===== config.mk =====
export PLATFORM = sky130hd
export DESIGN_NAME = tmcw_sequencer
export DESIGN_NICKNAME = d
export VERILOG_FILES = /design/src/rtl/text_mode_character_writer_top_macros.svh /design/src/rtl/tmcw_pkg.sv /design/src/rtl/tmcw_sequencer.sv
export SDC_FILE = /design/constraint.sdc
export NUM_CORES = 1
export LEC_CHECK = 0
export ABC_CLOCK_PERIOD_IN_PS = 4000
export BUFFER_PORTS_ARGS = -buffer_cell sky130_fd_sc_hd__buf_2
export CORE_ASPECT_RATIO = 1.2
export CORE_UTILIZATION = 40
export CTS_CLUSTER_DIAMETER = 150
export DETAILED_ROUTE_END_ITERATION = 16
export PLACE_DENSITY = 0.58
export SKIP_CTS_REPAIR_TIMING = 1
export SLEW_MARGIN = 10
export SYNTH_ARGS = -nofsm -noshare
export SYNTH_HDL_FRONTEND = slang
export SYNTH_SLANG_ARGS = --single-unit

===== constraint.sdc =====
create_clock -name clk -period 4 [get_ports clk]
set_input_delay 1 -clock clk [delete_from_list [all_inputs] [get_ports clk]]
set_output_delay 1 -clock clk [all_outputs]
set_load 0.05 [all_outputs]

===== src/rtl/text_mode_character_writer_top_macros.svh =====
// ----------------------------------------------------------------------------
// text mode character writer assertion macros
// shared concurrent assertion forms, empty when SYNTH is defined
// ----------------------------------------------------------------------------
`ifndef TEXT_MODE_CHARACTER_WRITER_TOP_MACROS_SVH
`define TEXT_MODE_CHARACTER_WRITER_TOP_MACROS_SVH
`ifndef SYNTH
// checked outside reset only
`define TMCW_ASSERT(name, prop, msg) \
    name: assert property (@(posedge clk) disable iff (!rst_n) prop) else $error(msg);
// checked at every edge, reset included
`define TMCW_ASSERT_ALWAYS(name, prop, msg) \
    name: assert property (@(posedge clk) prop) else $error(msg);
`else
`define TMCW_ASSERT(name, prop, msg)
`define TMCW_ASSERT_ALWAYS(name, prop, msg)
`endif
`endif


===== src/rtl/tmcw_pkg.sv =====
// ----------------------------------------------------------------------------
// tmcw_pkg
// screen geometry, request and result types, control word and microprogram
// ----------------------------------------------------------------------------
package tmcw_pkg;

    localparam int COLUMNS     = 80;
    localparam int ROWS        = 25;
    // power of two
    localparam int TAB_WIDTH   = 8;

    localparam int CELL_COUNT  = ROWS * COLUMNS;
    localparam int COPY_LAST   = (ROWS - 1) * COLUMNS - 1;
    localparam int CLEAR_START = (ROWS - 1) * COLUMNS;

    localparam int CUR_W  = $clog2(CELL_COUNT + 1);
    localparam int ADDR_W = $clog2(CELL_COUNT);
    localparam int COL_W  = $clog2(COLUMNS);
    localparam int CNT_W  = $clog2(TAB_WIDTH + 1);
    localparam int STEP_W = 5;

    localparam logic [15:0] CURSOR_CELL = 16'h0720;
    localparam logic [7:0]  CARET_CHAR  = 8'h5e;
    localparam logic [7:0]  AT_CHAR     = 8'h40;
    localparam logic [7:0]  SPACE_CHAR  = 8'h20;
    localparam logic [7:0]  CTRL_LIMIT  = 8'h20;
    localparam logic [7:0]  ATTR_RESET  = 8'h07;

    localparam logic [8:0] CODE_NUL = 9'd0;
    localparam logic [8:0] CODE_TAB = 9'd9;
    localparam logic [8:0] CODE_NL  = 9'd10;
    localparam logic [8:0] CODE_CR  = 9'd13;
    localparam logic [8:0] CODE_BS  = 9'd256;

    localparam logic OP_PUT  = 1'b0;
    localparam logic OP_READ = 1'b1;

    typedef struct packed {
        logic        operation;
        logic [8:0]  char_code;
        logic [10:0] cell_index;
    } req_t;

    typedef struct packed {
        logic [10:0] cursor_position;
        logic [15:0] cell_data;
    } rsp_t;

    typedef enum logic [2:0] {
        CUR_HOLD, CUR_INC, CUR_NEWLINE, CUR_CR, CUR_BACK, CUR_SCROLL
    } cur_op_t;

    typedef enum logic [1:0] {WR_NONE, WR_CHAR, WR_CURSOR, WR_ZERO} wr_sel_t;
    typedef enum logic [1:0] {CHR_CODE, CHR_CODE_AT, CHR_CARET, CHR_SPACE} chr_sel_t;
    typedef enum logic [1:0] {PTR_HOLD, PTR_INC, PTR_ZERO, PTR_CLEAR_START} ptr_op_t;

    typedef enum logic [2:0] {
        JMP_NEXT, JMP_GOTO, JMP_CALL, JMP_RET, JMP_DISP, JMP_WAIT, JMP_DONE
    } jump_t;

    typedef enum logic [2:0] {
        CND_ALWAYS, CND_SCROLL, CND_COPY_MORE, CND_CLEAR_MORE, CND_CNT_NZ
    } cond_t;

    typedef enum logic [2:0] {
        CLS_READ, CLS_NEWLINE, CLS_CR, CLS_BACK, CLS_TAB, CLS_ZERO, CLS_CTRL, CLS_PRINT
    } item_cls_t;

    typedef logic [STEP_W-1:0] step_t;

    typedef struct packed {
        cur_op_t  cur_op;
        wr_sel_t  wr_sel;
        chr_sel_t chr_sel;
        ptr_op_t  ptr_op;
        logic     cnt_load;
        logic     cnt_dec;
        logic     copy;
        logic     out_rdata;
    } ctrl_t;

    typedef struct packed {
        jump_t jmp;
        cond_t cond;
        step_t target;
        ctrl_t ctl;
    } ucode_t;

    typedef struct packed {
        logic      scroll;
        logic      copy_more;
        logic      clear_more;
        logic      cnt_nz;
        item_cls_t cls;
    } dp_stat_t;

    typedef struct packed {
        logic idle;
        logic done;
    } seq_stat_t;

    // flag bits of a control word: tab count load, tab count step, row copy, read data out
    localparam logic [3:0] F_NONE      = 4'b0000;
    localparam logic [3:0] F_CNT_LOAD  = 4'b1000;
    localparam logic [3:0] F_CNT_DEC   = 4'b0100;
    localparam logic [3:0] F_COPY      = 4'b0010;
    localparam logic [3:0] F_OUT_RDATA = 4'b0001;

    // microprogram step addresses
    localparam step_t S_INIT  = 5'd0;
    localparam step_t S_IDLE  = 5'd1;
    localparam step_t S_DISP  = 5'd2;
    localparam step_t S_RDONE = 5'd3;
    localparam step_t S_NL    = 5'd4;
    localparam step_t S_CR    = 5'd5;
    localparam step_t S_BS    = 5'd6;
    localparam step_t S_PR    = 5'd7;
    localparam step_t S_C1    = 5'd8;
    localparam step_t S_C2    = 5'd9;
    localparam step_t S_C3    = 5'd10;
    localparam step_t S_T0    = 5'd11;
    localparam step_t S_T1    = 5'd12;
    localparam step_t S_T2    = 5'd13;
    localparam step_t S_T3    = 5'd14;
    localparam step_t S_TAIL  = 5'd15;
    localparam step_t S_CCELL = 5'd16;
    localparam step_t S_PDONE = 5'd17;
    localparam step_t S_SC0   = 5'd18;
    localparam step_t S_SC1   = 5'd19;
    localparam step_t S_SC2   = 5'd20;
    localparam step_t S_SC3   = 5'd21;
    localparam step_t S_SC4   = 5'd22;

    function automatic ucode_t mk(jump_t j, cond_t c, step_t t, cur_op_t co, wr_sel_t w,
                                  chr_sel_t ch, ptr_op_t p, logic [3:0] fl);
        ucode_t u;
        u.jmp           = j;
        u.cond          = c;
        u.target        = t;
        u.ctl.cur_op    = co;
        u.ctl.wr_sel    = w;
        u.ctl.chr_sel   = ch;
        u.ctl.ptr_op    = p;
        u.ctl.cnt_load  = fl[3];
        u.ctl.cnt_dec   = fl[2];
        u.ctl.copy      = fl[1];
        u.ctl.out_rdata = fl[0];
        return u;
    endfunction

    function automatic ucode_t ucode_rom(step_t pc);
        ucode_t u;
        case (pc)
            // clearing pass after reset
            S_INIT:  u = mk(JMP_GOTO, CND_CLEAR_MORE, S_INIT, CUR_HOLD, WR_ZERO, CHR_CODE,
                            PTR_INC, F_NONE);
            S_IDLE:  u = mk(JMP_WAIT, CND_ALWAYS, S_IDLE, CUR_HOLD, WR_NONE, CHR_CODE,
                            PTR_HOLD, F_NONE);
            S_DISP:  u = mk(JMP_DISP, CND_ALWAYS, S_IDLE, CUR_HOLD, WR_NONE, CHR_CODE,
                            PTR_HOLD, F_NONE);
            S_RDONE: u = mk(JMP_DONE, CND_ALWAYS, S_IDLE, CUR_HOLD, WR_NONE, CHR_CODE,
                            PTR_HOLD, F_OUT_RDATA);
            S_NL:    u = mk(JMP_GOTO, CND_ALWAYS, S_TAIL, CUR_NEWLINE, WR_NONE, CHR_CODE,
                            PTR_HOLD, F_NONE);
            S_CR:    u = mk(JMP_GOTO, CND_ALWAYS, S_PDONE, CUR_CR, WR_NONE, CHR_CODE,
                            PTR_HOLD, F_NONE);
            S_BS:    u = mk(JMP_GOTO, CND_ALWAYS, S_TAIL, CUR_BACK, WR_NONE, CHR_CODE,
                            PTR_HOLD, F_NONE);
            S_PR:    u = mk(JMP_GOTO, CND_ALWAYS, S_TAIL, CUR_INC, WR_CHAR, CHR_CODE,
                            PTR_HOLD, F_NONE);
            S_C1:    u = mk(JMP_NEXT, CND_ALWAYS, S_IDLE, CUR_INC, WR_CHAR, CHR_CARET,
                            PTR_HOLD, F_NONE);
            S_C2:    u = mk(JMP_CALL, CND_SCROLL, S_SC0, CUR_HOLD, WR_NONE, CHR_CODE,
                            PTR_HOLD, F_NONE);
            S_C3:    u = mk(JMP_GOTO, CND_ALWAYS, S_TAIL, CUR_INC, WR_CHAR, CHR_CODE_AT,
                            PTR_HOLD, F_NONE);
            S_T0:    u = mk(JMP_NEXT, CND_ALWAYS, S_IDLE, CUR_HOLD, WR_NONE, CHR_CODE,
                            PTR_HOLD, F_CNT_LOAD);
            S_T1:    u = mk(JMP_NEXT, CND_ALWAYS, S_IDLE, CUR_INC, WR_CHAR, CHR_SPACE,
                            PTR_HOLD, F_CNT_DEC);
            S_T2:    u = mk(JMP_CALL, CND_SCROLL, S_SC0, CUR_HOLD, WR_NONE, CHR_CODE,
                            PTR_HOLD, F_NONE);
            S_T3:    u = mk(JMP_GOTO, CND_CNT_NZ, S_T1, CUR_HOLD, WR_NONE, CHR_CODE,
                            PTR_HOLD, F_NONE);
            S_TAIL:  u = mk(JMP_CALL, CND_SCROLL, S_SC0, CUR_HOLD, WR_NONE, CHR_CODE,
                            PTR_HOLD, F_NONE);
            S_CCELL: u = mk(JMP_NEXT, CND_ALWAYS, S_IDLE, CUR_HOLD, WR_CURSOR, CHR_CODE,
                            PTR_HOLD, F_NONE);
            S_PDONE: u = mk(JMP_DONE, CND_ALWAYS, S_IDLE, CUR_HOLD, WR_NONE, CHR_CODE,
                            PTR_HOLD, F_NONE);
            // scroll subroutine: copy rows up, clear the bottom row, return
            S_SC0:   u = mk(JMP_NEXT, CND_ALWAYS, S_IDLE, CUR_SCROLL, WR_NONE, CHR_CODE,
                            PTR_ZERO, F_NONE);
            S_SC1:   u = mk(JMP_GOTO, CND_COPY_MORE, S_SC1, CUR_HOLD, WR_NONE, CHR_CODE,
                            PTR_INC, F_COPY);
            // lets the last copied cell land
            S_SC2:   u = mk(JMP_NEXT, CND_ALWAYS, S_IDLE, CUR_HOLD, WR_NONE, CHR_CODE,
                            PTR_CLEAR_START, F_NONE);
            S_SC3:   u = mk(JMP_GOTO, CND_CLEAR_MORE, S_SC3, CUR_HOLD, WR_ZERO, CHR_CODE,
                            PTR_INC, F_NONE);
            S_SC4:   u = mk(JMP_RET, CND_ALWAYS, S_IDLE, CUR_HOLD, WR_NONE, CHR_CODE,
                            PTR_HOLD, F_NONE);
            default: u = mk(JMP_GOTO, CND_ALWAYS, S_IDLE, CUR_HOLD, WR_NONE, CHR_CODE,
                            PTR_HOLD, F_NONE);
        endcase
        return u;
    endfunction

    function automatic step_t entry_of(item_cls_t cls);
        step_t s;
        case (cls)
            CLS_READ:    s = S_RDONE;
            CLS_NEWLINE: s = S_NL;
            CLS_CR:      s = S_CR;
            CLS_BACK:    s = S_BS;
            CLS_TAB:     s = S_T0;
            CLS_ZERO:    s = S_TAIL;
            CLS_CTRL:    s = S_C1;
            default:     s = S_PR;
        endcase
        return s;
    endfunction

endpackage


===== src/rtl/tmcw_sequencer.sv =====
// ----------------------------------------------------------------------------
// tmcw_sequencer
// step counter over the microprogram rom, with conditional jumps, one-level
// call and return, dispatch on the request class and the wait/done handshakes
// ----------------------------------------------------------------------------
module tmcw_sequencer (
    input  logic                 clk,
    input  logic                 rst_n,
    input  logic                 start,
    input  logic                 out_free,
    input  tmcw_pkg::dp_stat_t   stat,
    output tmcw_pkg::ctrl_t      ctl,
    output tmcw_pkg::seq_stat_t  sstat
);
    import tmcw_pkg::*;

    step_t  pc_reg, pc_next;
    step_t  ret_reg, ret_next;
    step_t  pc_inc;
    ucode_t uw;
    logic   cond_ok;

    always_ff @(posedge clk or negedge rst_n)
    begin
        if (!rst_n)
        begin
            pc_reg  <= S_INIT;
            ret_reg <= S_IDLE;
        end
        else
        begin
            pc_reg  <= pc_next;
            ret_reg <= ret_next;
        end
    end

    always_comb
    begin
        uw     = ucode_rom(pc_reg);
        pc_inc = pc_reg + step_t'(1);

        case (uw.cond)
            CND_ALWAYS:     cond_ok = 1'b1;
            CND_SCROLL:     cond_ok = stat.scroll;
            CND_COPY_MORE:  cond_ok = stat.copy_more;
            CND_CLEAR_MORE: cond_ok = stat.clear_more;
            CND_CNT_NZ:     cond_ok = stat.cnt_nz;
            default:        cond_ok = 1'b0;
        endcase

        ret_next = ret_reg;
        case (uw.jmp)
            JMP_NEXT: pc_next = pc_inc;
            JMP_GOTO: pc_next = cond_ok ? uw.target : pc_inc;
            JMP_CALL:
            begin
                pc_next = cond_ok ? uw.target : pc_inc;
                if (cond_ok)
                begin
                    ret_next = pc_inc;
                end
            end
            JMP_RET:  pc_next = ret_reg;
            JMP_DISP: pc_next = entry_of(stat.cls);
            JMP_WAIT: pc_next = start ? S_DISP : pc_reg;
            JMP_DONE: pc_next = out_free ? S_IDLE : pc_reg;
            default:  pc_next = S_IDLE;
        endcase

        ctl        = uw.ctl;
        sstat.idle = (uw.jmp == JMP_WAIT);
        sstat.done = (uw.jmp == JMP_DONE) && out_free;
    end

endmodule


Word-level counts from Yosys, hierarchy flattened
Memory sizes are Yosys's and may differ from the RTL's.
Cells that the tools add are included.
- ROM bits: 768
- register bits after elaboration: 10
- word-level logic and storage cells: 35
- latch bits: 0
- memories: 1
- bits in writable memories: 0
- memories (memory ; words ; bits a word ; rd ports ; clocked after memory_dff ; write ports ; line ; text):
    (no name shown) ; 32 ; 24 ; 1 ; 0 ; 0 ; tmcw_pkg.sv:153 ; case (pc)
- multiply operators: 0
- bitwise gates (word level): 0
- divide/modulo/power cells: 0
- reduce and logical (&&, ||, !) cells: 7
- equality and inequality tests: 18
- shift-type cells: 0
- add/sub/neg operators: 1
- multiplexer cells: 6
- $lt $le $gt $ge: 0
- operators by type and width (kind ; count):
    $pmux W5 S6 ; 1
    $pmux W4 S7 ; 1
    $eq A3 B3 Y1 const B ; 7
    $eq A3 B2 Y1 const B ; 6
    $mux W5 ; 3
    $eq A3 B1 Y1 const B ; 3
    $logic_not A3 Y1 ; 3
    $add A5 B1 Y5 const B ; 1
    $pmux W1 S5 ; 1
    $ne A2 B2 Y1 const B ; 2
    $reduce_and A2 Y1 ; 2
    $reduce_or A2 Y1 ; 1
    $logic_and A1 B1 Y1 ; 1

Longest topological paths before layout
An unclocked memory read counts as a cell.
- depth after elaboration: 5
- gate-level depth with buffers: 11

Worst setup path before layout
Ideal clock, no wire load.
- path kind: register to output
- start point: register pc_reg[2]
- end point: output port sstat[1] in the netlist's numbering
- path slack: 0.371 ns
- path buffers: 3
- data arrival time: 2.629 ns
- cell stages (with the launch flop): 9
- cell sequence: dfrtp_1 -> buf_2 -> clkbuf_1 -> buf_1 -> inv_1 -> ha_1 -> nor2_1 -> a211oi_1 -> nor3_1
- RTL lines (what ; line ; text):
    from (decl) ; tmcw_sequencer.sv:17 ; step_t pc_reg, pc_next;
    from (signal assigned) ; tmcw_sequencer.sv:32 ; pc_reg <= pc_next;
    to (decl) ; tmcw_sequencer.sv:13 ; output tmcw_pkg::seq_stat_t sstat

==> flow_metrics.py <==
metrics = {
    "timing": {
        "fin_crit_ps": 3590,
        "setup_slack_ps": 409,
        "relSlewSlack": 0.511,
        "setup_viol": 0,
        "fmax_mhz": 278,
        "post-route-period-util": 0.898,
        "hold_viol": 0,
        "worstMarginPinSlew_ps": 734,
        "slew_violations": 0,
        "skew_ps": 1.14,
        "rsz0062_at_grt": "no",
        "tns_ps": 0,
    },
    "critical_path": {
        "crit_arrival_ps": 2590,
        "cpMostUsedCell": "ha_1",
        "end_kind": "primary output",
        "worstPathMaxFanout": 9,
        "required_ps": 3000,
        "cp_cell_sequence": "ha_1 -> ha_1 -> or3b_2 -> a211oi_1 -> and3_1 -> buf_2",
        "critPathKind": "reg2out",
        "cp-start-kind": "flip-flop",
        "cp_top_family": "simple AND/OR/NAND/NOR gates",
        "crit_slowest_cell": "dfrtp_1",
        "cp.buffers_inverters": 1,
        "cp_slowest_stage_delay_ps": 520,
    },
    "finish": {
        "drive_gt1_frac": 0.250,
        "antenna-diode-count": 0,
        "fillers": 318,
        "final_cell_mix": "buf_2, nor2_1, o21ai_0",
        "final_nets": 203,
        "final_common_cell": "buf_2",
        "area_growth_pct": 13.2,
        "fin_cells": 220,
    },
    "synth": {
        "syn_nets": 181,
        "avgSynthCellArea_um2": 7.88,
        "ys_seq_area_frac": 0.196,
        "synth_edf_count": 0,
        "async_flop_share": 1.00,
        "yosys_most_used_dff": "dfrtp_1",
        "syn_inst": 163,
        "synth_cell_type_count": 48,
        "synth.ff_latch_count": 10,
        "synth_warnings": 0,
        "netlist_area_um2": 1280,
    },
    "global_routing": {
        "grt_max_degree": 28,
        "gr-usage-all-layers": 0.219,
        "antenna_found_initial": 0,
        "grt_pass1_wl_mm": 5.62,
        "grt_pass1_vias": 1212,
        "overflow": 0,
    },
    "floorplan": {
        "die_x_um": 53.7,
        "dieArea_um2": 3440,
        "coreArea_um2": 3060,
        "row_count": 22,
        "die_h_um": 64.1,
        "start_util": 0.420,
        "io_pins": 26,
    },
    "route": {
        "num_vias": 1275,
        "wl_per_cell_um": 15.4,
        "dr.pass1.iters": 4,
        "drc": 0,
        "drt_iter0_drc": 30,
        "routed_wl_mm": 3.40,
        "ant_nets": 0,
        "via_per_inst": 5.80,
    },
    "place": {
        "io_buffer_count": 25,
        "place_worst_setup_slack_ps": 741,
        "routabilityCongestion": 0.912,
        "post-place-cells": 216,
        "dp.final_hpwl_mm": 2.64,
    },
    "status": {
        "outcome": "complete, no violations",
    },
    "clock_network": {
        "cts-buffers-inserted": 3,
        "cts_tree": "done",
        "root_buffer": "clkbuf_4",
        "ctsHtreeMaxLevel": 1,
        "clkTransAtPathRegs_ps": 80,
        "clock_path_buffers": 2,
        "cts_num_sinks": 10,
        "clock_latency_ps": 270,
    },
    "hold_path": {
        "hold_path_class": "reg2reg",
    },
    "job": {
        "drv_cap": 0,
    },
}
## Yosys cell counts (3+ instances only)
library cell / instances / area, um^2
mux2i_1: 7 / 70.1
nand3_1: 3 / 15.0
buf_2: 3 / 15.0
o21ai_0: 11 / 55.1
a21oi_1: 8 / 40.0
nor2_1: 13 / 48.8
mux2_4: 4 / 60.1
clkbuf_1: 4 / 15.0
a211oi_1: 3 / 22.5
inv_1: 7 / 26.3
and2_1: 8 / 50.1
ha_1: 7 / 87.6
nor2b_1: 8 / 50.1
nor3_1: 6 / 30.0
and3_1: 5 / 31.3
nand2_1: 8 / 30.0
dfrtp_1: 9 / 225
a31oi_1: 4 / 25.0
nand2b_1: 5 / 31.3
## worst paths after layout
check / cells after the start / slack [ps] / start / endpoint
worst min register to register: 1 / 510 / ret_reg[1] / ret_reg[1]
max in group asynchronous: 1 / 3170 / rst_n / ret_reg[0]
min in group asynchronous: 1 / 580 / rst_n / ret_reg[4]
worst min-delay path: 1 / 510 / ret_reg[1] / ret_reg[1]
worst max-delay path: 6 / 410 / pc_reg[1] / sstat[0]
worst max register to register: 7 / 880 / pc_reg[1] / ret_reg[3]
## routing by layer
layer | track usage | share of wire
met1 | 0.292 | 0.47
met5 | 0 | 0
met2 | 0.352 | 0.47
met4 | 0.0954 | 0.029
met3 | 0.0143 | 0.038
## layout make-up
| type | instances | area [um^2] | area share |
|---|---|---|---|
| inverters | 7 | 26.3 | 0.0181 |
| clock buffers | 4 | 36.3 | 0.0250 |
| multi-input cells | 135 | 946 | 0.651 |
| flip-flops and latches | 10 | 251 | 0.173 |
| repair buffers | 28 | 148 | 0.102 |
| well taps | 36 | 45.0 | 0.0310 |
## through the flow
| step | util | hold WS [ps] | cell area [um^2] |
|---|---|---|---|
| after floorplan | - | 473 | 1280 |
| after global placement | 0.464 | 492 | 1420 |
| after detailed placement | 0.464 | 492 | 1420 |
| after CTS | 0.475 | 514 | 1450 |
| after global routing | 0.475 | 524 | 1450 |
| final | 0.475 | 513 | 1450 |
## logic make-up after synthesis
| kind of cell | Yosys count | share of synthesized area |
|---|---|---|
| AOI/OAI and AO/OA | 44 | 0.229 |
| xor gates and xnor gates | 3 | 0.0205 |
| adders and majority gates | 7 | 0.0682 |
| buffers and inverters | 18 | 0.0672 |
| DFF | 10 | 0.196 |
| muxes | 13 | 0.119 |
| and+or+nand+nor | 68 | 0.300 |
Power is not shown: default switching activity piles up to over one toggle a cycle in this logic, so the estimate is an artifact.
